$ cat src/rtl/prlc_pkg.sv
// ----------------------------------------------------------------------------
// prlc_pkg
// Shared widths and constants for the pixel readback layout check block.
// ----------------------------------------------------------------------------
package prlc_pkg;

    // byte address space checked against
    localparam int ADDR_WIDTH = 32;
    localparam logic [64:0] ADDR_MAX = (65'd1 << ADDR_WIDTH) - 65'd1;

    // field widths
    localparam int WORD_W  = 32;
    localparam int BPP_W   = 8;
    localparam int PIX_W   = 31;

    // stream widths
    localparam int IN_TDATA_W  = 264;
    localparam int OUT_TDATA_W = 192;
    localparam int OUT_TUSER_W = 2;

    // output tdata field offsets, lowest bit of each field
    localparam int OFS_DEST    = 0;
    localparam int OFS_ROWB    = 32;
    localparam int OFS_SCRATCH = 64;
    localparam int OFS_PACK    = 96;
    localparam int OFS_SKIPX   = 127;
    localparam int OFS_SKIPY   = 158;
    localparam int OUT_USED_W  = 189;

    // output tuser flag positions
    localparam int USER_VALID  = 0;
    localparam int USER_DIRECT = 1;

    // stride / bpp divider: stages and quotient bits per stage
    localparam int DIV_STAGES = 4;
    localparam int DIV_STEP   = WORD_W / DIV_STAGES;

    typedef logic [DIV_STAGES-1:0] stage_en_t;

endpackage

$ cat src/rtl/prlc_div.sv
// ----------------------------------------------------------------------------
// prlc_div
// Pipelined restoring divider, 32-bit dividend by 8-bit divisor.
// ----------------------------------------------------------------------------
module prlc_div
(
    input  logic                              clk,
    input  prlc_pkg::stage_en_t               en,
    input  logic [prlc_pkg::WORD_W-1:0]       dividend,
    input  logic [prlc_pkg::BPP_W-1:0]        divisor,
    output logic [prlc_pkg::WORD_W-1:0]       quotient,
    output logic [prlc_pkg::BPP_W-1:0]        remainder
);

    // w: unused dividend bits at the top, quotient bits shifting in below
    typedef struct packed {
        logic [prlc_pkg::BPP_W-1:0]  d;
        logic [prlc_pkg::BPP_W-1:0]  r;
        logic [prlc_pkg::WORD_W-1:0] w;
    } div_t;

    div_t stage_reg  [prlc_pkg::DIV_STAGES];
    div_t stage_next [prlc_pkg::DIV_STAGES];

    function automatic div_t step_group(input div_t s);
        div_t                     o;
        logic [prlc_pkg::BPP_W:0] t;
        o = s;
        for (int i = 0; i < prlc_pkg::DIV_STEP; i++)
        begin
            t   = {o.r, o.w[prlc_pkg::WORD_W-1]};
            o.w = {o.w[prlc_pkg::WORD_W-2:0], 1'b0};
            if (t >= {1'b0, o.d})
            begin
                t      = t - {1'b0, o.d};
                o.w[0] = 1'b1;
            end
            o.r = t[prlc_pkg::BPP_W-1:0];
        end
        return o;
    endfunction

    always_comb
    begin
        stage_next[0] = step_group('{d: divisor, r: '0, w: dividend});
        for (int k = 1; k < prlc_pkg::DIV_STAGES; k++)
        begin
            stage_next[k] = step_group(stage_reg[k-1]);
        end
    end

    always_ff @(posedge clk)
    begin
        for (int k = 0; k < prlc_pkg::DIV_STAGES; k++)
        begin
            if (en[k])
            begin
                stage_reg[k] <= stage_next[k];
            end
        end
    end

    assign quotient  = stage_reg[prlc_pkg::DIV_STAGES-1].w;
    assign remainder = stage_reg[prlc_pkg::DIV_STAGES-1].r;

endmodule

$ cat config.mk
export PLATFORM = sky130hd
export DESIGN_NAME = prlc_div
export DESIGN_NICKNAME = d
export VERILOG_FILES = /design/src/rtl/prlc_pkg.sv /design/src/rtl/prlc_div.sv
export SDC_FILE = /design/constraint.sdc
export NUM_CORES = 1
export LEC_CHECK = 0
export ABC_AREA = 1
export BUFFER_PORTS_ARGS = -buffer_cell sky130_fd_sc_hd__clkbuf_2
export CAP_MARGIN = 20
export CORE_MARGIN = 10
export CORE_UTILIZATION = 50
export CTS_BUF_LIST = sky130_fd_sc_hd__clkbuf_4 sky130_fd_sc_hd__clkbuf_8
export DETAILED_ROUTE_END_ITERATION = 7
export GPL_TIMING_DRIVEN = 0
export HOLD_SLACK_MARGIN = 0.03
export PLACE_DENSITY = 0.73
export SLEW_MARGIN = 20
export SYNTH_ARGS = -nofsm -noshare
export SYNTH_HDL_FRONTEND = slang
export SYNTH_SLANG_ARGS = --single-unit
$ cat constraint.sdc
create_clock -name clk -period 20.8 [get_ports clk]
set_clock_uncertainty 0.05 [all_clocks]
set_input_delay 4.16 -clock clk [delete_from_list [all_inputs] [get_ports clk]]
set_output_delay 4.16 -clock clk [all_outputs]
set_load 0.005 [all_outputs]
==> results of run 1 <==
cells in the final DEF, fill, tap and decap left out, drive strengths merged, types with 14 or more instances in the layout:
master  netlist  routed
buf          21      25
nand3       178     178
o21ai       152     152
clkbuf        0     101
a21oi       177     177
xor2        113     113
fa           31      31
o21a         14      14
or2          18      18
nand2       638     638
o21bai       25      25
ha          250     250
xnor2        47      47
nor2        136     136
inv         475     480
nor3         20      20
nand4        33      33
edfxtp      184     184
metal layers:
metal / wire length (µm) / global-route usage, % / vias to the layer above
met2: 23500 / 35.2 / 356
met5: 0 / 0 / -
li1: - / - / 8749
met3: 1800 / 2.16 / 81
met1: 20800 / 24.0 / 7778
met4: 1360 / 7.53 / 0
repair_timing:
action                     CTS  global route
setup endpoints to repair    0             9
buffers inserted             0             4
resized for setup            0             2
worst min path at each step:
stage / slack (ns) / endpoint / startpoint / cells after the start
after floorplan: 0.35 / stage_reg[1][10]$_DFFE_PP_ / stage_reg[0][2]$_DFFE_PP_ / 0
after global placement: 0.35 / stage_reg[2][24]$_DFFE_PP_ / stage_reg[1][16]$_DFFE_PP_ / 0
after detailed placement: 0.35 / stage_reg[1][19]$_DFFE_PP_ / stage_reg[0][11]$_DFFE_PP_ / 0
after CTS: 0.38 / stage_reg[3][18]$_DFFE_PP_ / stage_reg[2][10]$_DFFE_PP_ / 0
after global routing: 0.38 / stage_reg[3][13]$_DFFE_PP_ / stage_reg[2][5]$_DFFE_PP_ / 0
final: 0.37 / stage_reg[3][18]$_DFFE_PP_ / stage_reg[2][10]$_DFFE_PP_ / 0
critical path, delay by kind of cell:
family / cells / cell delay (ns)
simple gates: 38 / 4.47
fa+ha+maj: 8 / 2.56
buf+inv: 15 / 1.96
compound gates: 34 / 6.16
cells by family after synthesis:
logic type	after synthesis	share of synthesized area, %
fa+ha+maj	281	18.7
flops	184	27.6
buf+inv	496	9.95
compound gates	400	11.5
xor+xnor	160	6.99
simple gates	1056	25.3
cell type report:
| cell class | instances | area, µm² |
|---|---|---|
| clock inverters | 15 | 163 |
| well taps | 525 | 657 |
| clock buffers | 17 | 234 |
| diodes | 1 | 2.50 |
| fillers | 3739 | 18100 |
| multi-input cells | 1897 | 12500 |
| inverters | 475 | 1790 |
| flip-flops and latches | 184 | 5530 |
| plain buffers | 21 | 205 |
| repair buffers | 88 | 460 |
stage by stage:
step | setup WS (ns) | cell area (µm²) | hold slack (ns) | util (%) | cells
floorplan | 3.69 | 20000 | 0.350 | - | 2577
global placement | 1.03 | 21100 | 0.353 | 53.3 | 3186
detailed placement | 0.565 | 21100 | 0.355 | 53.3 | 3186
global route | 0.00697 | 21600 | 0.381 | 54.4 | 3222
finish | 1.69 | 21600 | 0.372 | 54.4 | 3223
CTS | 1.07 | 21500 | 0.375 | 54.3 | 3218
==> flow_summary.yaml, run 1 <==
layout:
  syn2layout_area_growth_pct: 7.65
  finish.net_count: 3010
  drive_gt1_share_pct: 11.2
  largest_register_ffs: 184
synthesis:
  syn_inst: 2577
  synthArstFlopShare_pct: 0
  yosysTopAreaCell: "edfxtp_1"
  postSynthAreaPerCell_um2: 7.78
  synth_edf_count: 184
  syn-num-nets: 2903
  netlist_area_um2: 20000
  yosys.cell_count.top_type: "nand2_1"
  synth_seq_cells: 184
  ys.warnings.count: 0
  ys_types: 55
  yosys-top-cells-area: "edfxtp_1 28%, ha_1 16%, nand2_1 11%"
  ys_seq_area_share_pct: 27.6
  ys.flop_type: "edfxtp_1"
  synthTopCellsByCount: "595 x nand2_1, 459 x inv_1, 250 x ha_1"
  synth_top_area_share_pct: 27.6
place:
  port_buffers: 84
  place_hpwl_um: 37300
  gp_congestion: 0.900
global_routing:
  antenna_found_initial: 0
  grt_pass1_vias: 16395
  grt_max_degree: 49
  grt_pass1_wl_um: 78300
  track_usage_pct: 19.8
  overflow: 0
critical_path:
  path_common_cell: "nand2_1"
  r2r_slack_ns: 4.21
  critPathKind: "primary input to flip-flop"
  rr_endpoint: "stage_reg[2][38]$_DFFE_PP_"
  max_stage_delay_ns: 0.48
  critPathArrivalTime_ns: 19.35
  worst_setup_path_end_kind: "flip-flop"
  required_ns: 21.04
  r2r-start: "stage_reg[1][41]$_DFFE_PP_"
  r2r_cells: 106
  crit_end: "stage_reg[0][34]$_DFFE_PP_"
  worstSetupStartpoint: "divisor[1]"
  path_max_fanout: 10
  start_kind: "primary input"
  slowest_stage: "a211oi_4"
routing:
  dr.pass1.iters: 7
  drc: 0
  wl_per_cell_um: 14.7
  ant_nets: 0
  drt-initial-drc-count: 805
  via_count: 16964
  drt-total-wl_um: 47400
  vias_per_cell: 5.26
flow_run:
  maxCapViolCount: 0
timing:
  max_freq_ghz: 0.0523
  period_minus_slack_ns: 19.11
  rsz0062_at_grt: "no"
  finalHoldViolCount: 0
  fin_crit_sh_pct: 91.9
  fin_tns_setup_ns: 0
  finalSetupViolCount: 0
  maxSlewViolCount: 0
  tightest_slew_ns: 0.822
  slew-limit-headroom_pct: 45.2
cts:
  cts-buffers-inserted: 17
  clkSinkCount: 184
  hold_buffers: 0
  clock_latency_ns: 0.55
  clk_pin_slew_ns: 0.10
  htree_levels: 4
  clk_path_buf_depth: 2
  root_buffer: "clkbuf_8"
  tritoncts: "yes"
floorplanning:
  die_h_um: 220
  start_util_pct: 50.6
  die_x_um: 220
  core-area_um2: 39600
  rows: 73
  io_pins: 85
  die_area_um2: 48500
worst_hold_path:
  hold_path.class: "flip-flop to flip-flop"
run_status:
  status: "finished, final reports clean"
Power of run 1 is not shown: default switching activity piles up to over one toggle a cycle in this logic, so the estimate is an artifact.
==> run 2: changes to the inputs <==
--- a/config.mk
+++ b/config.mk
@@ -5,7 +5,7 @@
 export SDC_FILE = /design/constraint.sdc
 export NUM_CORES = 1
 export LEC_CHECK = 0
-export ABC_AREA = 1
+export ABC_AREA = 0
 export BUFFER_PORTS_ARGS = -buffer_cell sky130_fd_sc_hd__clkbuf_2
 export CAP_MARGIN = 20
 export CORE_MARGIN = 10
==> run 2 against run 1 <==
Compared with the run above:
- sequential cell count did not move
- critical path type unchanged
- sequential share of layout area barely moved
- synthesized area fell by 3.7%
- setup slack worse by 0.88 ns
- critical endpoint is now stage_reg[0][33]$_DFFE_PP_
- cell count decreased by 16%
- via count fell by 6.1%
- first-iteration DRC count is 8.2% higher
- non-clock buffer count is 49 higher
- register-to-register slack worse by 2.9 ns
- fmax is 4.4% lower
- synthesized cell count is 21% lower
==> flow_summary.yaml, run 2 <==
routing:
  met2WireLength_um: 23100
  drt-initial-drc-count: 871
  drc: 0
  met3_length_um: 2180
  dr.pass1.iters: 5
  via_count: 15929
  vias_per_cell: 5.85
  highest_layer: "met4"
  wl_met1_um: 21200
  drt-total-wl_um: 47600
  wl_per_cell_um: 17.5
  ant_nets: 0
critical_path:
  path_max_fanout: 10
  r2r-start: "stage_reg[0][44]$_DFFE_PP_"
  critPathKind: "primary input to flip-flop"
  slowest_stage: "or4b_4"
  required_ns: 21.01
  max_stage_delay_ns: 0.53
  path_delay_family: "compound AO/OA/AOI/OAI gates"
  worstSetupStartpoint: "divisor[0]"
  worst_setup_path_end_kind: "flip-flop"
  r2r_slack_ns: 1.29
  critPathArrivalTime_ns: 20.20
  start_kind: "primary input"
  path_buf_inv: 15
  path_common_cell: "o21ai_1"
layout:
  layout_common_cells: "247 x ha_1, 184 x edfxtp_1, 180 x inv_1"
  final_common_cell: "ha_1"
  finish.net_count: 2524
  drive_gt1_share_pct: 17.6
  syn2layout_area_growth_pct: 11.8
  largest_register_ffs: 184
cts:
  htree_levels: 4
  hold_buffers: 0
  clkSinkCount: 184
  tritoncts: "yes"
  clk_path_buf_depth: 2
  root_buffer: "clkbuf_8"
  clk_pin_slew_ns: 0.10
  cts-buffers-inserted: 17
  clock_latency_ns: 0.52
global_routing:
  antenna_found_initial: 1
  grt_pass1_wl_um: 76600
  grt_pass1_vias: 15660
  track_usage_pct: 19.8
  overflow: 0
  grt_max_degree: 49
floorplanning:
  start_util_pct: 51.0
  die_x_um: 216
  rows: 71
  io_pins: 85
  die_area_um2: 46800
  core-area_um2: 37800
  die_h_um: 216
synthesis:
  synth_top_family_by_area: "adder cells"
  synthXorXnorAreaFrac_pct: 6.67
  yosys.area_share.simple_pct: 14.0
  synth_seq_cells: 184
  syn_inst: 2043
  ys.flop_type: "edfxtp_1"
  yosys-top-cells-area: "edfxtp_1 29%, ha_1 16%, mux2_2 4.5%"
  synthArstFlopShare_pct: 0
  synth_edf_count: 184
  ys_seq_area_share_pct: 28.6
  netlist_area_um2: 19300
  yosys.area_share.adder_pct: 19.4
  synth_top_area_share_pct: 28.6
  ys_types: 94
  synth_compound_area_share_pct: 18.5
  syn-num-nets: 2369
  synthMuxAreaShare_pct: 8.23
  yosysTopAreaCell: "edfxtp_1"
  synthTopCellsByCount: "250 x ha_1, 193 x inv_1, 184 x edfxtp_1"
  yosys.cell_count.top_type: "ha_1"
  postSynthAreaPerCell_um2: 9.44
  ys.warnings.count: 0
timing:
  slew-limit-headroom_pct: 31.6
  max_freq_ghz: 0.0500
  tightest_slew_ns: 1.03
  maxSlewViolCount: 0
  finalHoldViolCount: 0
  period_minus_slack_ns: 19.99
  layout_setup_ws_ns: 0.808
  fin_tns_setup_ns: 0
  fin_crit_sh_pct: 96.1
  finalSetupViolCount: 0
place:
  gp_congestion: 0.934
  port_buffers: 84
  dp_slack_ns: -3.40
  place_hpwl_um: 36500
flow_run:
  maxCapViolCount: 0
worst_hold_path:
  hold_path.class: "flip-flop to flip-flop"
  holdCritStartpoint: "stage_reg[0][8]$_DFFE_PP_"
run_status:
  status: "finished, final reports clean"
## run 2: area by class of cell
type	count	area, µm²
Tap cell	511	639
Antenna cell	1	2.50
Sequential cell	184	5530
Clock buffer	17	234
Multi-Input combinational cell	1633	13300
Clock inverter	14	135
Buffer	23	136
Fill cell	3326	16300
Inverter	204	825
Timing Repair Buffer	135	826
## run 2: timing repair
action / in CTS / in global routing
pin swaps: 5 / 16
cloned: 0 / 2
gates resized for setup: 48 / 89
setup endpoints to repair: 27 / 36
setup buffers: 7 / 43
## run 2: path summary, 6_finish.rpt
kind	cells past startpoint	to
min reg2reg	0	stage_reg[1][16]$_DFFE_PP_
min	0	stage_reg[1][16]$_DFFE_PP_
max	91	stage_reg[0][33]$_DFFE_PP_
max reg2reg	88	stage_reg[1][34]$_DFFE_PP_
## run 2: worst register-to-register path: cells and delay by family, from the launching register on
kind | cells | cell delay [ns]
AND/OR/NAND/NOR | 18 | 3.35
flip-flops | 1 | 0.51
adder cells (fa/ha/maj) | 8 | 2.35
multiplexers | 4 | 1.48
AO/OA/AOI/OAI | 45 | 9.57
buffers and inverters | 13 | 2.02
## run 2: cell families after synthesis
kind of cell | count (synthesis)
AO/OA/AOI/OAI | 536
XOR/XNOR | 147
multiplexers | 147
adder cells (fa/ha/maj) | 281
AND/OR/NAND/NOR | 521
buffers and inverters | 227
flip-flops | 184
## run 2: per-stage QoR
stage               area (µm²)  hold slack [ns]  util [%]  cells
global placement         20400            0.351      53.8   2638
detailed placement       20400            0.355      53.8   2638
global route             21600            0.378      57.0   2722
CTS                      20900            0.372      55.3   2676
floorplan                19300            0.350         -   2043
finish                   21600            0.372      57.0   2722
## run 2: metal layers
metal	global-route usage [%]	up-vias
li1	-	7860
met1	25.0	7623
met2	33.7	379
met3	2.76	67
met4	7.06	0
met5	0	-
Power of run 2 is left out for the same reason.
==> run 3: changes to the inputs <==
==> constraint.sdc (replaced) <==
create_clock -name clk -period 19.1 [get_ports clk]
set_clock_uncertainty 0.05 [all_clocks]
set_input_delay 3.82 -clock clk [delete_from_list [all_inputs] [get_ports clk]]
set_output_delay 3.82 -clock clk [all_outputs]
set_load 0.005 [all_outputs]
==> run 3 against run 2 <==
Compared with the run above:
- setup slack lost 0.60 ns
- sequential cell count unchanged
- core utilization rose by 3.8 points
- die area unchanged
- critical path depth rose by 4
- clock-buffer cell count stayed put
- wire length up 13%
- sequential share of layout area down 1.6 points
- non-clock buffer count is 98 higher
- critical endpoint is now stage_reg[0][36]$_DFFE_PP_
==> flow_summary.yaml, run 3 (synthesized netlist as in run 2, its figures left out) <==
place:
  port_buffers: 84
  place_hpwl_um: 36700
  gp_congestion: 0.921
  dp_cells: 2639
cts:
  clk_pin_slew_ns: 0.10
  root_buffer: "clkbuf_8"
  clk_path_buf_depth: 2
  clock_latency_ns: 0.54
  tritoncts: "yes"
  htree_levels: 4
  cts-buffers-inserted: 17
  clkSinkCount: 184
floorplanning:
  core-area_um2: 37800
  die_x_um: 216
  die_h_um: 216
  die_area_um2: 46800
  start_util_pct: 51.0
  io_pins: 85
  rows: 71
layout:
  fin_cells: 2821
  drive_gt1_share_pct: 24.7
  finish.net_count: 2623
  final_common_cell: "ha_1"
  largest_register_ffs: 184
  layout_common_cells: "232 x ha_1, 184 x edfxtp_1, 164 x inv_1"
  syn2layout_area_growth_pct: 19.4
critical_path:
  r2r_slack_ns: 0.88
  path_max_fanout: 9
  worst_setup_path_end_kind: "flip-flop"
  critPathKind: "primary input to flip-flop"
  slowest_stage: "fa_1"
  max_stage_delay_ns: 0.44
  rr_endpoint: "stage_reg[1][39]$_DFFE_PP_"
  r2r_cells: 88
  required_ns: 19.33
  path_common_cell: "buf_4"
  start_kind: "primary input"
  critPathArrivalTime_ns: 19.12
  r2r-start: "stage_reg[0][44]$_DFFE_PP_"
global_routing:
  track_usage_pct: 21.2
  grt_pass1_vias: 16158
  grt_pass1_wl_um: 81400
  antenna_found_initial: 0
  grt_max_degree: 49
  overflow: 0
routing:
  wl_per_cell_um: 19.0
  ant_nets: 0
  vias_per_cell: 5.98
  drc: 0
  via_count: 16861
  dr.pass1.iters: 6
  drt-total-wl_um: 53700
  drt-initial-drc-count: 1280
timing:
  max_freq_ghz: 0.0529
  period_minus_slack_ns: 18.89
  fin_crit_sh_pct: 98.9
  finalSetupViolCount: 0
  slew-limit-headroom_pct: 37.8
  finalHoldViolCount: 0
  maxSlewViolCount: 0
  tightest_slew_ns: 0.910
  rsz0062_at_grt: "yes"
  fin_tns_setup_ns: 0
run_status:
  status: "finished, final reports clean"
worst_hold_path:
  min_to: "stage_reg[3][19]$_DFFE_PP_"
  hold_path_depth: 0
  hold_path.class: "flip-flop to flip-flop"
  holdCritStartpoint: "stage_reg[2][11]$_DFFE_PP_"
flow_run:
  maxCapViolCount: 0
[run 3: what timing repair did]
action	CTS	global route
setup endpoints to repair	36	36
pin swaps	20	79
gates resized for setup	109	161
gates cloned	0	5
hold buffers	0	0
setup buffers	67	79
[run 3: worst max-delay path: cells and delay by family]
| kind | cells | cell delay [ns] |
|---|---|---|
| compound gates | 36 | 6.16 |
| xor+xnor | 1 | 0.20 |
| fa+ha+maj | 7 | 1.98 |
| buf+inv | 35 | 4.25 |
| mux | 1 | 0.27 |
| simple gates | 15 | 2.39 |
[run 3: how the worst max path moves through the flow]
stage | from | end | slack, ns | depth (start not counted)
2_1_floorplan | dividend[31] | stage_reg[0][37]$_DFFE_PP_ | 0.0006 | 93
3_3_place_gp | divisor[1] | stage_reg[0][37]$_DFFE_PP_ | -2.65 | 92
3_5_place_dp | divisor[1] | stage_reg[0][37]$_DFFE_PP_ | -2.90 | 91
4_1_cts | stage_reg[1][46]$_DFFE_PP_ | stage_reg[2][33]$_DFFE_PP_ | 0.007 | 89
5_1_grt | dividend[31] | stage_reg[0][36]$_DFFE_PP_ | -0.25 | 90
6_report | divisor[0] | stage_reg[0][36]$_DFFE_PP_ | 0.21 | 95
[run 3: routing by layer]
| metal | track usage (%) | vias up | part of all wire [%] |
|---|---|---|---|
| met5 | 0 | - | 0 |
| met1 | 26.4 | 8074 | 42 |
| met4 | 8.25 | 0 | 3.4 |
| met3 | 3.26 | 153 | 5.6 |
| met2 | 36.3 | 568 | 49 |
| li1 | - | 8066 | - |
[run 3: stage by stage]
| stage | utilization, % | hold slack (ns) | area (µm²) | setup WS, ns |
|---|---|---|---|---|
| finish | 60.9 | 0.369 | 23000 | 0.211 |
| global route | 60.9 | 0.378 | 23000 | -0.254 |
| CTS | 57.6 | 0.372 | 21800 | 0.00699 |
| detailed placement | 54.0 | 0.355 | 20400 | -2.90 |
| global placement | 53.9 | 0.351 | 20400 | -2.65 |
| floorplan | - | 0.350 | 19300 | 0.000609 |
[run 3: cell type report]
cell class,instances,area (µm²)
repair buffers,234,1630
multi-input cells,1634,13800
fillers,3136,14800
inverters,204,867
clock buffers,17,234
clock inverters,14,158
well taps,511,639
plain buffers,22,173
flip-flops and latches,184,5530
diodes,1,2.50
Power of run 3 is left out for the same reason.
